<file path="src/sv/jsu_pkg.sv">
`timescale 1ns / 1ps
// ----------------------------------------------------------------------------
// jsu_pkg
// Shared types, codes and helper functions for the JSON string unescaper.
// ----------------------------------------------------------------------------
package jsu_pkg;

  typedef enum logic [2:0] {
    MODE_NORMAL = 3'd0,
    MODE_ESC    = 3'd1,
    MODE_HEX    = 3'd2,
    MODE_SBS    = 3'd3,
    MODE_SU     = 3'd4,
    MODE_LHEX   = 3'd5
  } mode_t;

  localparam logic [1:0] ST_DATA = 2'd0;
  localparam logic [1:0] ST_DONE = 2'd1;
  localparam logic [1:0] ST_ERR  = 2'd2;

  localparam logic [7:0] CH_NUL   = 8'h00;
  localparam logic [7:0] CH_QUOTE = 8'h22;
  localparam logic [7:0] CH_BSL   = 8'h5C;
  localparam logic [7:0] CH_SLASH = 8'h2F;
  localparam logic [7:0] CH_B     = 8'h62;
  localparam logic [7:0] CH_F     = 8'h66;
  localparam logic [7:0] CH_N     = 8'h6E;
  localparam logic [7:0] CH_R     = 8'h72;
  localparam logic [7:0] CH_T     = 8'h74;
  localparam logic [7:0] CH_U     = 8'h75;

  localparam logic [7:0] BYTE_BS = 8'h08;
  localparam logic [7:0] BYTE_FF = 8'h0C;
  localparam logic [7:0] BYTE_LF = 8'h0A;
  localparam logic [7:0] BYTE_CR = 8'h0D;
  localparam logic [7:0] BYTE_HT = 8'h09;

  localparam logic [15:0] HI_SUR_MIN = 16'hD800;
  localparam logic [15:0] HI_SUR_MAX = 16'hDBFF;
  localparam logic [15:0] LO_SUR_MIN = 16'hDC00;
  localparam logic [15:0] LO_SUR_MAX = 16'hDFFF;
  localparam logic [20:0] SUPP_BASE  = 21'h10000;

  // Up to four result bytes of one input byte, first byte in data[0].
  typedef struct packed {
    logic [3:0][7:0] data;
    logic [2:0]      cnt;
    logic [1:0]      status;
  } grp_t;

  // Value of a hex digit in [3:0], bit 4 set when the byte is not one.
  function automatic logic [4:0] hex_val(input logic [7:0] c);
    logic [4:0] v;
    v = 5'h10;
    if (c >= 8'h30 && c <= 8'h39) v = {1'b0, c[3:0]};
    else if ((c >= 8'h61 && c <= 8'h66) || (c >= 8'h41 && c <= 8'h46))
      v = {1'b0, c[3:0] + 4'd9};
    return v;
  endfunction

  function automatic grp_t utf8_encode(input logic [20:0] cp);
    grp_t g;
    g = '0;
    g.status = ST_DATA;
    if (cp < 21'h80) begin
      g.cnt = 3'd1;
      g.data[0] = cp[7:0];
    end else if (cp < 21'h800) begin
      g.cnt = 3'd2;
      g.data[0] = {3'b110, cp[10:6]};
      g.data[1] = {2'b10, cp[5:0]};
    end else if (cp < 21'h10000) begin
      g.cnt = 3'd3;
      g.data[0] = {4'b1110, cp[15:12]};
      g.data[1] = {2'b10, cp[11:6]};
      g.data[2] = {2'b10, cp[5:0]};
    end else begin
      g.cnt = 3'd4;
      g.data[0] = {5'b11110, cp[20:18]};
      g.data[1] = {2'b10, cp[17:12]};
      g.data[2] = {2'b10, cp[11:6]};
      g.data[3] = {2'b10, cp[5:0]};
    end
    return g;
  endfunction

  function automatic grp_t end_grp(input logic [1:0] st);
    grp_t g;
    g = '0;
    g.cnt = 3'd1;
    g.status = st;
    return g;
  endfunction

endpackage

</file>
<file path="src/sv/jsu_ifs.sv">
`timescale 1ns / 1ps
// ----------------------------------------------------------------------------
// jsu_ifs
// Valid/ready stream interfaces for raw input bytes and decoded results.
// ----------------------------------------------------------------------------
interface jsu_in_if;
  logic       valid;
  logic       ready;
  logic [7:0] in_byte;

  modport source (output valid, output in_byte, input ready);
  modport sink (input valid, input in_byte, output ready);
endinterface

interface jsu_out_if;
  logic       valid;
  logic       ready;
  logic [7:0] out_byte;
  logic [1:0] status;
  logic       last;

  modport source (output valid, output out_byte, output status, output last, input ready);
  modport sink (input valid, input out_byte, input status, input last, output ready);
endinterface

</file>
<file path="src/sv/jsu_decoder.sv">
`timescale 1ns / 1ps
// ----------------------------------------------------------------------------
// jsu_decoder
// Escape state machine: turns one raw byte into a group of result bytes.
// ----------------------------------------------------------------------------
module jsu_decoder (
  input  logic               clk,
  input  logic               rst_n,
  input  logic               accept,
  input  logic [7:0]         in_byte,
  output jsu_pkg::grp_t      grp
);

  jsu_pkg::mode_t mode_r, mode_nxt;
  logic [1:0]     hex_cnt_r, hex_cnt_nxt;
  logic [11:0]    acc_r, acc_nxt;
  logic [9:0]     high_r, high_nxt;

  logic [4:0]     hv;
  logic [15:0]    cp16;
  logic [20:0]    cp_supp;
  logic           clr;

  assign hv      = jsu_pkg::hex_val(in_byte);
  assign cp16    = {acc_r, hv[3:0]};
  assign cp_supp = {1'b0, high_r, cp16[9:0]} + jsu_pkg::SUPP_BASE;

  always_comb begin
    mode_nxt    = mode_r;
    hex_cnt_nxt = hex_cnt_r;
    acc_nxt     = acc_r;
    high_nxt    = high_r;
    grp         = '0;
    clr         = 1'b0;
    if (in_byte == jsu_pkg::CH_NUL) begin
      grp = jsu_pkg::end_grp(jsu_pkg::ST_ERR);
      clr = 1'b1;
    end else begin
      case (mode_r)
        jsu_pkg::MODE_ESC: begin
          mode_nxt    = jsu_pkg::MODE_NORMAL;
          grp.cnt     = 3'd1;
          grp.status  = jsu_pkg::ST_DATA;
          case (in_byte)
            jsu_pkg::CH_QUOTE: grp.data[0] = jsu_pkg::CH_QUOTE;
            jsu_pkg::CH_BSL:   grp.data[0] = jsu_pkg::CH_BSL;
            jsu_pkg::CH_SLASH: grp.data[0] = jsu_pkg::CH_SLASH;
            jsu_pkg::CH_B:     grp.data[0] = jsu_pkg::BYTE_BS;
            jsu_pkg::CH_F:     grp.data[0] = jsu_pkg::BYTE_FF;
            jsu_pkg::CH_N:     grp.data[0] = jsu_pkg::BYTE_LF;
            jsu_pkg::CH_R:     grp.data[0] = jsu_pkg::BYTE_CR;
            jsu_pkg::CH_T:     grp.data[0] = jsu_pkg::BYTE_HT;
            jsu_pkg::CH_U: begin
              grp         = '0;
              mode_nxt    = jsu_pkg::MODE_HEX;
              hex_cnt_nxt = 2'd0;
              acc_nxt     = '0;
            end
            default: begin
              grp = jsu_pkg::end_grp(jsu_pkg::ST_ERR);
              clr = 1'b1;
            end
          endcase
        end
        jsu_pkg::MODE_HEX, jsu_pkg::MODE_LHEX: begin
          if (hv[4]) begin
            grp = jsu_pkg::end_grp(jsu_pkg::ST_ERR);
            clr = 1'b1;
          end else if (hex_cnt_r != 2'd3) begin
            acc_nxt     = {acc_r[7:0], hv[3:0]};
            hex_cnt_nxt = hex_cnt_r + 2'd1;
          end else begin
            hex_cnt_nxt = 2'd0;
            acc_nxt     = '0;
            if (mode_r == jsu_pkg::MODE_LHEX) begin
              if (cp16 < jsu_pkg::LO_SUR_MIN || cp16 > jsu_pkg::LO_SUR_MAX) begin
                grp = jsu_pkg::end_grp(jsu_pkg::ST_ERR);
              end else begin
                grp = jsu_pkg::utf8_encode(cp_supp);
              end
              clr = 1'b1;
            end else if (cp16 >= jsu_pkg::HI_SUR_MIN && cp16 <= jsu_pkg::HI_SUR_MAX) begin
              high_nxt = cp16[9:0];
              mode_nxt = jsu_pkg::MODE_SBS;
            end else if ((cp16 >= jsu_pkg::LO_SUR_MIN && cp16 <= jsu_pkg::LO_SUR_MAX)
                         || cp16 == 16'h0000) begin
              grp = jsu_pkg::end_grp(jsu_pkg::ST_ERR);
              clr = 1'b1;
            end else begin
              grp      = jsu_pkg::utf8_encode({5'd0, cp16});
              mode_nxt = jsu_pkg::MODE_NORMAL;
            end
          end
        end
        jsu_pkg::MODE_SBS: begin
          if (in_byte != jsu_pkg::CH_BSL) begin
            grp = jsu_pkg::end_grp(jsu_pkg::ST_ERR);
            clr = 1'b1;
          end else begin
            mode_nxt = jsu_pkg::MODE_SU;
          end
        end
        jsu_pkg::MODE_SU: begin
          if (in_byte != jsu_pkg::CH_U) begin
            grp = jsu_pkg::end_grp(jsu_pkg::ST_ERR);
            clr = 1'b1;
          end else begin
            mode_nxt    = jsu_pkg::MODE_LHEX;
            hex_cnt_nxt = 2'd0;
            acc_nxt     = '0;
          end
        end
        default: begin
          mode_nxt = jsu_pkg::MODE_NORMAL;
          if (in_byte == jsu_pkg::CH_QUOTE) begin
            grp = jsu_pkg::end_grp(jsu_pkg::ST_DONE);
            clr = 1'b1;
          end else if (in_byte == jsu_pkg::CH_BSL) begin
            mode_nxt = jsu_pkg::MODE_ESC;
          end else begin
            grp.cnt     = 3'd1;
            grp.status  = jsu_pkg::ST_DATA;
            grp.data[0] = in_byte;
          end
        end
      endcase
    end
    if (clr) begin
      mode_nxt    = jsu_pkg::MODE_NORMAL;
      hex_cnt_nxt = 2'd0;
      acc_nxt     = '0;
      high_nxt    = '0;
    end
  end

  always_ff @(posedge clk) begin
    if (!rst_n) begin
      mode_r    <= jsu_pkg::MODE_NORMAL;
      hex_cnt_r <= 2'd0;
      acc_r     <= '0;
      high_r    <= '0;
    end else if (accept) begin
      mode_r    <= mode_nxt;
      hex_cnt_r <= hex_cnt_nxt;
      acc_r     <= acc_nxt;
      high_r    <= high_nxt;
    end
  end

endmodule

</file>
<file path="src/sv/jsu_burst_buf.sv">
`timescale 1ns / 1ps
// ----------------------------------------------------------------------------
// jsu_burst_buf
// Two-group result queue: holds the burst being sent plus one waiting group
// and serializes each group into one result transaction per cycle while out_ready is high.
// ----------------------------------------------------------------------------
module jsu_burst_buf (
  input  logic          clk,
  input  logic          rst_n,
  input  logic          push,
  input  jsu_pkg::grp_t push_grp,
  output logic          can_push,
  output logic          out_valid,
  input  logic          out_ready,
  output logic [7:0]    out_byte,
  output logic [1:0]    out_status,
  output logic          out_last
);

  jsu_pkg::grp_t head_r, head_nxt;
  jsu_pkg::grp_t skid_r, skid_nxt;
  logic          head_v_r, head_v_nxt;
  logic          skid_v_r, skid_v_nxt;
  logic [1:0]    idx_r, idx_nxt;
  logic          at_last;

  assign at_last    = ({1'b0, idx_r} == (head_r.cnt - 3'd1));
  assign can_push   = !skid_v_r;
  assign out_valid  = head_v_r;
  assign out_byte   = head_r.data[idx_r];
  assign out_status = head_r.status;
  assign out_last   = at_last;

  always_comb begin
    head_nxt   = head_r;
    skid_nxt   = skid_r;
    head_v_nxt = head_v_r;
    skid_v_nxt = skid_v_r;
    idx_nxt    = idx_r;
    if (head_v_r && out_ready) begin
      if (at_last) begin
        head_v_nxt = 1'b0;
        idx_nxt    = 2'd0;
      end else begin
        idx_nxt = idx_r + 2'd1;
      end
    end
    if (!head_v_nxt && skid_v_nxt) begin
      head_nxt   = skid_r;
      head_v_nxt = 1'b1;
      skid_v_nxt = 1'b0;
    end
    if (push) begin
      if (!head_v_nxt) begin
        head_nxt   = push_grp;
        head_v_nxt = 1'b1;
      end else begin
        skid_nxt   = push_grp;
        skid_v_nxt = 1'b1;
      end
    end
  end

  always_ff @(posedge clk) begin
    if (!rst_n) begin
      head_v_r <= 1'b0;
      skid_v_r <= 1'b0;
      idx_r    <= 2'd0;
    end else begin
      head_v_r <= head_v_nxt;
      skid_v_r <= skid_v_nxt;
      idx_r    <= idx_nxt;
    end
  end

  always_ff @(posedge clk) begin
    head_r <= head_nxt;
    skid_r <= skid_nxt;
  end

endmodule

</file>
<file path="src/sv/json_string_unescape_utf8_core.sv">
`timescale 1ns / 1ps
// ----------------------------------------------------------------------------
// json_string_unescape_utf8_core
// Decodes a JSON string body, one raw byte per input transaction, into UTF-8
// result transactions. Plain bytes pass through; the single-character
// escapes and \uXXXX escapes (with surrogate pairs) are expanded; a closing
// quote gives a done result and malformed text gives an error result, after
// which decoding restarts in normal mode. One input byte is accepted per
// cycle while the output queue has room. A byte yields zero to four
// results, sent one per cycle while the output is ready; the output queue
// holds the burst in flight and one more group, so input stalls only when
// both are occupied.
// ----------------------------------------------------------------------------
module json_string_unescape_utf8_core (
  input  logic       clk,
  input  logic       rst_n,
  jsu_in_if.sink     in_s,
  jsu_out_if.source  out_m
);

  jsu_pkg::grp_t grp;
  logic          can_push;
  logic          in_fire;

  assign in_s.ready = can_push;
  assign in_fire    = in_s.valid && can_push;

  jsu_decoder u_dec (
    .clk     (clk),
    .rst_n   (rst_n),
    .accept  (in_fire),
    .in_byte (in_s.in_byte),
    .grp     (grp)
  );

  jsu_burst_buf u_buf (
    .clk        (clk),
    .rst_n      (rst_n),
    .push       (in_fire && (grp.cnt != 3'd0)),
    .push_grp   (grp),
    .can_push   (can_push),
    .out_valid  (out_m.valid),
    .out_ready  (out_m.ready),
    .out_byte   (out_m.out_byte),
    .out_status (out_m.status),
    .out_last   (out_m.last)
  );

endmodule

</file>
<file path="src/flat_wrapper.sv">
// flat-port wrapper written by rule: the top's interface ports become plain ports
module json_string_unescape_utf8_core_flat 
  (clk, rst_n, in_s_valid, in_s_in_byte, in_s_ready, out_m_valid, out_m_out_byte, out_m_status, out_m_last, out_m_ready);
  jsu_in_if in_s_i ();
  jsu_out_if out_m_i ();
  input  logic clk;
  input  logic rst_n;
  input wire logic [$bits(in_s_i.valid)-1:0] in_s_valid;
  input wire logic [$bits(in_s_i.in_byte)-1:0] in_s_in_byte;
  output wire logic [$bits(in_s_i.ready)-1:0] in_s_ready;
  output wire logic [$bits(out_m_i.valid)-1:0] out_m_valid;
  output wire logic [$bits(out_m_i.out_byte)-1:0] out_m_out_byte;
  output wire logic [$bits(out_m_i.status)-1:0] out_m_status;
  output wire logic [$bits(out_m_i.last)-1:0] out_m_last;
  input wire logic [$bits(out_m_i.ready)-1:0] out_m_ready;
  assign in_s_i.valid = in_s_valid;
  assign in_s_i.in_byte = in_s_in_byte;
  assign in_s_ready = in_s_i.ready;
  assign out_m_valid = out_m_i.valid;
  assign out_m_out_byte = out_m_i.out_byte;
  assign out_m_status = out_m_i.status;
  assign out_m_last = out_m_i.last;
  assign out_m_i.ready = out_m_ready;
  json_string_unescape_utf8_core u_core (.clk(clk), .rst_n(rst_n), .in_s(in_s_i), .out_m(out_m_i));
endmodule
</file>
<file path="config.mk">
export PLATFORM = sky130hd
export DESIGN_NAME = json_string_unescape_utf8_core_flat
export DESIGN_NICKNAME = d
export VERILOG_FILES = /design/src/sv/jsu_pkg.sv /design/src/sv/jsu_ifs.sv /design/src/sv/jsu_decoder.sv /design/src/sv/jsu_burst_buf.sv /design/src/sv/json_string_unescape_utf8_core.sv /design/src/flat_wrapper.sv
export SDC_FILE = /design/constraint.sdc
export NUM_CORES = 1
export LEC_CHECK = 0
export BUFFER_PORTS_ARGS = -buffer_cell sky130_fd_sc_hd__buf_4
export CELL_PAD_IN_SITES_DETAIL_PLACEMENT = 1
export CELL_PAD_IN_SITES_GLOBAL_PLACEMENT = 2
export CORE_AREA = 2 2 122 124
export DETAILED_ROUTE_END_ITERATION = 6
export DIE_AREA = 0 0 124 126
export GPL_ROUTABILITY_DRIVEN = 1
export PLACE_DENSITY = 0.88
export REMOVE_ABC_BUFFERS = 1
export SYNTH_ARGS = -nofsm -noshare
export SYNTH_HDL_FRONTEND = slang
export SYNTH_SLANG_ARGS = --single-unit
</file>
<file path="constraint.sdc">
create_clock -name clk -period 6.75 [get_ports clk]
set_input_delay 1.35 -clock clk [delete_from_list [all_inputs] [get_ports clk]]
set_output_delay 1.35 -clock clk [all_outputs]
set_load 0.01 [all_outputs]
</file>
==> impl_metrics.yaml, run 1 <==
outcome:
  status: "finished clean"
logic_synthesis:
  yosysTopAreaCell: "dfxtp_1"
  synth_edf_count: 33
  async_reset_ff_share_pct: 0
  synth_cells: 611
  avgSynthCellArea_sq_um: 10.3
  netlist_area_sq_mm: 0.00627
  synthFlopType: "dfxtp_1"
  ys_warn_count: 0
  ys_seq_elements: 101
  netlist.area_leader.share_pct: 21.7
  synth_cell_types: 94
  ys_top_cells_by_area: "dfxtp_1 (22%), edfxtp_1 (16%), mux2_2 (6.6%)"
  yosysSeqAreaShare_pct: 37.5
floorplanning:
  die_h_microns: 126
  start_util_pct: 43.8
  rows: 44
  die-area_sq_mm: 0.0156
  ioPinCount: 25
  core_area_sq_mm: 0.0143
  die_x_microns: 124
grt:
  gr-total-overflow: 0
  grt_pass1_vias: 5197
  antenna_found_initial: 0
  grt_start_max_net_pins: 38
  track_usage_pct: 24.7
  grt_first_pass_wirelength_mm: 29.4
worst_setup_path:
  start_kind: "input port"
  crit_required_ps: 7000
  worstPathArrival_ps: 4640
  r2r_cells: 7
  critical_path.max_fanout: 37
  r2r_end: "u_core.u_buf.head_r[14]"
  crit_type: "in2reg"
  r2r_slack_ps: 2890
  end_kind: "flop"
  crit_start: "in_s_in_byte[0]"
  crit_end: "u_core.u_buf.head_r[14]"
  r2r-start: "u_core.u_dec.mode_r[2]"
sta:
  tightest_slew_ps: 1090
  fin_tns_setup_ps: 0
  layout_worst_path_cycle_share_pct: 65.1
  min_period_ps: 4390
  report.final.slew_viol_count: 0
  final_hold_viol_count: 0
  finClkSkew_ps: 6.56
  rsz0062_at_grt: "false"
  slew_headroom_pct: 26.8
  setup_viol: 0
  setup_slack_ps: 2360
  fmaxAchievable_mhz: 228
  finalHoldWorstSlack_ps: 492
clocking:
  postCtsSetupBuffers: 0
  numCtsBuffers: 9
  cts_buffer_depth: 2
  worst_skew_pair.late_latency_ps: 360
  root_buffer: "clkbuf_16"
  cts_resized: 0
  cts_tree: "done"
  cts_sinks: 101
  cts_hold_buf: 0
  clkTransAtPathRegs_ps: 70
  htreeDepth: 3
finish:
  final_util_pct: 47.4
  layout.nets: 624
  drive_gt1_share_pct: 23.8
  syn_to_final_growth_pct: 8.12
  antennaDiodeCount: 0
  fill_cells: 1594
place:
  dp_slack_ps: 1980
  hpwl_mm: 14.0
  portBuffers: 24
  place_congestion: 0.961
detailed_routing:
  vias_per_cell: 6.37
  firstDrtPassIters: 5
  drc_errors: 0
  routedWlPerCell_microns: 23.5
  drt_iter0_drc: 295
  vias: 5057
  antenna_left: 0
  wl_mm: 18.6
power:
  p_leak_nw: 2.53
  powerDensity_mw_per_mm2: 197
  vdd_drop_max_mv: 0.125
min_path:
  hold_path.class: "reg2reg"
  hold_depth: 2
run:
  timing.max_cap.violations: 0
## worst max-delay path, stage by stage
cell,delay (ps)
buf_4,150
inv_1,130
ha_1,220
nor2b_1,310
o221ai_1,240
a21oi_1,690
o21ai_2,270
nand4b_4,200
nand3_4,520
mux2_4,510
## how the worst min path moves through the flow
stage,start,end,slack [ps]
global route,u_core.u_buf.head_r[35],u_core.u_buf.head_r[35],510
global placement,u_core.u_dec.hex_cnt_r[1],u_core.u_dec.hex_cnt_r[1],460
detailed placement,u_core.u_buf.head_r[35],u_core.u_buf.head_r[35],490
finish,u_core.u_dec.hex_cnt_r[0],u_core.u_dec.hex_cnt_r[0],490
CTS,u_core.u_dec.hex_cnt_r[1],u_core.u_dec.hex_cnt_r[1],500
floorplan,u_core.u_buf.head_r[27],u_core.u_buf.head_r[27],450
## state kept, by name, indices dropped and copies added (netlist names)
register and flops:
u_core.u_buf.head_r 35, u_core.u_buf.idx_r 2, u_core.u_buf.out_status 2, u_core.u_buf.out_valid 1, u_core.u_buf.skid_r 33, u_core.u_buf.skid_v_r 1, u_core.u_dec.acc_r 12, u_core.u_dec.hex_cnt_r 2
u_core.u_dec.high_r 10, u_core.u_dec.mode_r 3
## cell usage in the layout, fill, tap and decap left out, types with 4 or more instances in the layout
cell / netlist / final
clkbuf_16: 0 / 9
nand3_1: 9 / 9
a211oi_1: 4 / 4
mux2i_1: 11 / 11
nand4_1: 5 / 5
a21oi_1: 27 / 27
nor2_1: 33 / 32
nor2b_1: 19 / 19
mux4_2: 8 / 8
and3_1: 9 / 9
or3_1: 7 / 7
buf_4: 5 / 28
inv_1: 14 / 14
dfxtp_1: 68 / 68
a211o_1: 6 / 6
a22oi_1: 8 / 8
and2_1: 8 / 8
mux2_4: 23 / 23
o21ai_0: 24 / 24
nand2b_1: 7 / 7
a22o_1: 10 / 10
o2bb2ai_1: 6 / 6
a21o_1: 7 / 7
nor4_1: 5 / 5
nor3_1: 14 / 14
o22ai_1: 5 / 5
nand2_1: 40 / 40
a32oi_1: 8 / 8
or2_2: 4 / 4
ha_1: 7 / 7
edfxtp_1: 33 / 33
a31oi_1: 9 / 9
mux2_2: 37 / 37
## through the flow
step	cell area [sq um]	total power (W)	instances
6_report	6780	0.00134	794
5_1_grt	6780	0.00139	794
4_1_cts	6780	0.00135	794
3_5_place_dp	6480	0.000838	778
3_3_place_gp	6480	0.000828	778
2_1_floorplan	6040	0.000771	566
## cell type report
cell class / instances / area (sq um) / share of cell area (%)
clock buffer: 9 / 225 / 3.32
clock inverter: 7 / 73.8 / 1.09
inverter: 14 / 52.6 / 0.775
multi-input combinational: 451 / 3640 / 53.6
sequential: 101 / 2350 / 34.7
tap: 184 / 230 / 3.39
timing repair buffer: 28 / 210 / 3.10
## per-layer routing
metal  part of all wire [%]  up-vias  wire length [microns]  global-route usage, %
met2                     48      158                   8890                   38.9
met5                      0        -                      0                      0
li1                       -     2329                      -                      -
met4                    2.1        0                    388                   7.53
met1                     44     2537                   8280                   33.4
met3                    5.8       33                   1080                   6.20
## synth_stat cells (6+ instances only)
cell type and number:
dfxtp_1 68, nand2_1 40, mux2_2 37, edfxtp_1 33
nor2_1 33, a21oi_1 27, o21ai_0 24, clkbuf_1 23
mux2_4 23, nor2b_1 19, inv_1 14, nor3_1 14
buf_2 11, mux2i_1 11, a22o_1 10, a31oi_1 9
and3_1 9, nand3_1 9, a22oi_1 8, a32oi_1 8
and2_1 8, mux4_2 8, a21o_1 7, ha_1 7
nand2b_1 7, or3_1 7, a211o_1 6, o2bb2ai_1 6
## power by group
part           total [W]  internal (W)  switching, W
Combinational   0.000163     0.0000817     0.0000818
Sequential      0.000660      0.000647     0.0000126
Clock           0.000516      0.000262      0.000253
## cell families after synthesis
family                     after synthesis  synth area share, %
AOI/OAI and AO/OA                      167                 20.4
xor gates and xnor gates                 4                0.559
adders and majority gates                8                 1.56
buffers and inverters                   59                 4.55
DFF                                    101                 37.5
muxes                                   79                 16.8
and+or+nand+nor                        193                 18.7
Power figures use the tool's default switching activity.
==> run 2, diff against run 1 <==
- ABC_AREA: unset -> 1
- CORE_AREA: 2 2 122 124 -> 2 2 151 153
- DIE_AREA: 0 0 124 126 -> 0 0 153 155
- PLACE_DENSITY: 0.88 -> 0.78
- clock period: 6.75 -> 3.7 ns (I/O delays scaled with it)
==> impl_metrics.yaml, run 2 <==
outcome:
  status: "finished clean"
logic_synthesis:
  netlist.area_leader.share_pct: 21.9
  synth.most_common_cell: "nand2_1"
  ys_warn_count: 0
  yosysTopAreaCell: "nand2_1"
  synthFlopType: "dfxtp_1"
  synth_edf_count: 33
  yosysSeqAreaShare_pct: 34.7
  ys_seq_elements: 101
  ys_top_cells_by_count: "nand2_1 (395), nor2_1 (107), inv_1 (77), nand3_1 (71), o21ai_0 (69)"
  netlist_area_sq_mm: 0.00678
  async_reset_ff_share_pct: 0
  synth_cells: 1062
  ys_top_cells_by_area: "nand2_1 (22%), dfxtp_1 (20%), edfxtp_1 (15%)"
  avgSynthCellArea_sq_um: 6.38
  synth_cell_types: 46
finish:
  fill_cells: 2877
  max_flop_register: "u_core.u_buf.head_r"
  layout.nets: 1102
  final_cell_mix: "nand2_1 (395), nor2_1 (106), inv_1 (77)"
  largest_reg_flops: 35
  drive_gt1_share_pct: 12.0
  syn_to_final_growth_pct: 12.7
  top_regs: "u_core.u_buf.head_r: 35 flops, u_core.u_buf.skid_r: 33 flops, u_core.u_dec.acc_r: 12 flops"
  final_common_cell: "nand2_1"
  antennaDiodeCount: 0
  final_area_sq_mm: 0.00763
sta:
  finalHoldWorstSlack_ps: 455
  rsz0062_at_grt: "false"
  final_hold_viol_count: 0
  tightest_slew_ps: 656
  min_period_ps: 3160
  report.final.slew_viol_count: 0
  setup_viol: 0
  fmaxAchievable_mhz: 316
  layout_worst_path_cycle_share_pct: 85.4
  fin_tns_setup_ps: 0
  finClkSkew_ps: 12.9
  slew_headroom_pct: 56.2
grt:
  grt_pass1_vias: 6965
  gr-total-overflow: 0
  track_usage_pct: 20.7
  grt_first_pass_wirelength_mm: 38.9
  grt_start_max_net_pins: 37
  antenna_found_initial: 0
worst_setup_path:
  worstPathArrival_ps: 3230
  critical_path.max_fanout: 25
  r2r_cells: 16
  cp_slowest_stage_delay_ps: 340
  crit_type: "in2reg"
  end_kind: "flop"
  crit_required_ps: 3770
  critPathSlowestCell: "nor3_1"
  r2r_slack_ps: 660
  start_kind: "input port"
  r2r-start: "u_core.u_dec.high_r[6]"
  r2r_end: "u_core.u_buf.skid_r[15]"
  worstPathCellList: "buf_4 -> inv_1 -> ha_1 -> nand2_1 -> nor3_1 -> o21ai_0 -> nand3_1 -> nor2_1 -> nor2_1 -> nor3_1 -> nand3_1 -> inv_1 -> nand2_1 -> nand2_2 -> nor2_4 -> buf_12"
clocking:
  cts_sinks: 101
  clkTransAtPathRegs_ps: 90
  postCtsSetupBuffers: 0
  cts_buffer_depth: 2
  worst_skew_pair.late_latency_ps: 370
  root_buffer: "clkbuf_16"
  cts_tree: "done"
  cts_resized: 0
  cts_hold_buf: 0
  numCtsBuffers: 9
  htreeDepth: 3
floorplanning:
  ioPinCount: 25
  die_x_microns: 153
  core_area_sq_mm: 0.0222
  die_h_microns: 155
  rows: 55
  die-area_sq_mm: 0.0237
  start_util_pct: 30.5
power:
  p_total_w: 0.00446
  vdd_drop_max_mv: 0.225
  p_leak_nw: 3.50
  powerDensity_mw_per_mm2: 584
place:
  place_congestion: 0.928
  placed_area_sq_mm: 0.00732
  portBuffers: 24
  hpwl_mm: 17.9
detailed_routing:
  drt_iter0_drc: 414
  vias: 6964
  firstDrtPassIters: 5
  drc_errors: 0
  vias_per_cell: 5.07
  routedWlPerCell_microns: 17.6
  antenna_left: 0
  wl_mm: 24.2
min_path:
  hold_depth: 2
  hold_path.class: "reg2reg"
  hold_start: "u_core.u_buf.head_r[19]"
  min_to: "u_core.u_buf.head_r[19]"
run:
  timing.max_cap.violations: 0
[run 2: cell count changes in the layout (fill, tap and decap cells not counted), sizes merged, moves of 9 or more]
cell / previous run / this run
buf: 28 / 59
mux2: 60 / 0
nor2b: 19 / 0
nand2: 40 / 410
inv: 18 / 99
nor2: 33 / 121
nand3: 10 / 73
a22o: 10 / 0
and3: 9 / 0
a21oi: 27 / 42
mux2i: 11 / 0
o22ai: 5 / 14
o21ai: 26 / 73
[run 2: how the worst max path moves through the flow]
stage,start,endpoint,cells after the start
after floorplan,in_s_in_byte[0],u_core.u_buf.skid_r[0],15
after global placement,in_s_in_byte[0],u_core.u_buf.skid_r[13],16
after detailed placement,in_s_in_byte[0],u_core.u_buf.skid_r[21],16
after CTS,in_s_in_byte[0],u_core.u_buf.skid_r[33],16
after global routing,in_s_in_byte[0],u_core.u_buf.skid_r[33],16
final,in_s_in_byte[0],u_core.u_buf.skid_r[15],16
[run 2: layout make-up]
| class | count | area [sq um] | area share, % |
|---|---|---|---|
| multi-input combinational | 812 | 3780 | 49.5 |
| sequential | 101 | 2350 | 30.8 |
| timing repair buffer | 59 | 455 | 5.97 |
| inverter | 100 | 378 | 4.95 |
| tap | 285 | 357 | 4.67 |
| clock buffer | 9 | 225 | 2.95 |
| clock inverter | 7 | 86.3 | 1.13 |
[run 2: critical path, delay by kind of cell]
| family | cells | cell delay [ps] |
|---|---|---|
| buffers and inverters | 4 | 630 |
| adders and majority gates | 1 | 230 |
| and+or+nand+nor | 10 | 1460 |
| AOI/OAI and AO/OA | 1 | 150 |
[run 2: logic make-up after synthesis]
kind of cell	count (synthesis)	share of synthesized area, %
compound gates	155	13.2
xor+xnor	6	0.776
fa+ha+maj	7	1.29
buf+inv	149	9.62
flops	101	34.7
simple gates	644	40.4
[run 2: power breakdown]
group | leakage (nW) | switching [W] | internal, W | total (W)
Sequential | 0.864 | 0.000167 | 0.00140 | 0.00157
Combinational | 2.49 | 0.00126 | 0.000612 | 0.00187
Clock | 0.151 | 0.000534 | 0.000490 | 0.00102
[run 2: stage by stage]
stage          std cells  worst slack, ps  util, %
6_report            1373              540     34.3
5_1_grt             1373              328     34.3
4_1_cts             1373              560     34.3
3_5_place_dp        1357              179     32.9
3_3_place_gp        1357              293     32.9
2_1_floorplan       1013             -838        -
[run 2: per-layer routing]
metal,vias up,global-route usage [%],part of all wire (%)
met5,-,0,0
met2,133,34.6,47
met4,0,5.60,1.7
met3,24,2.23,2.8
li1,3479,-,-
met1,3328,28.6,49
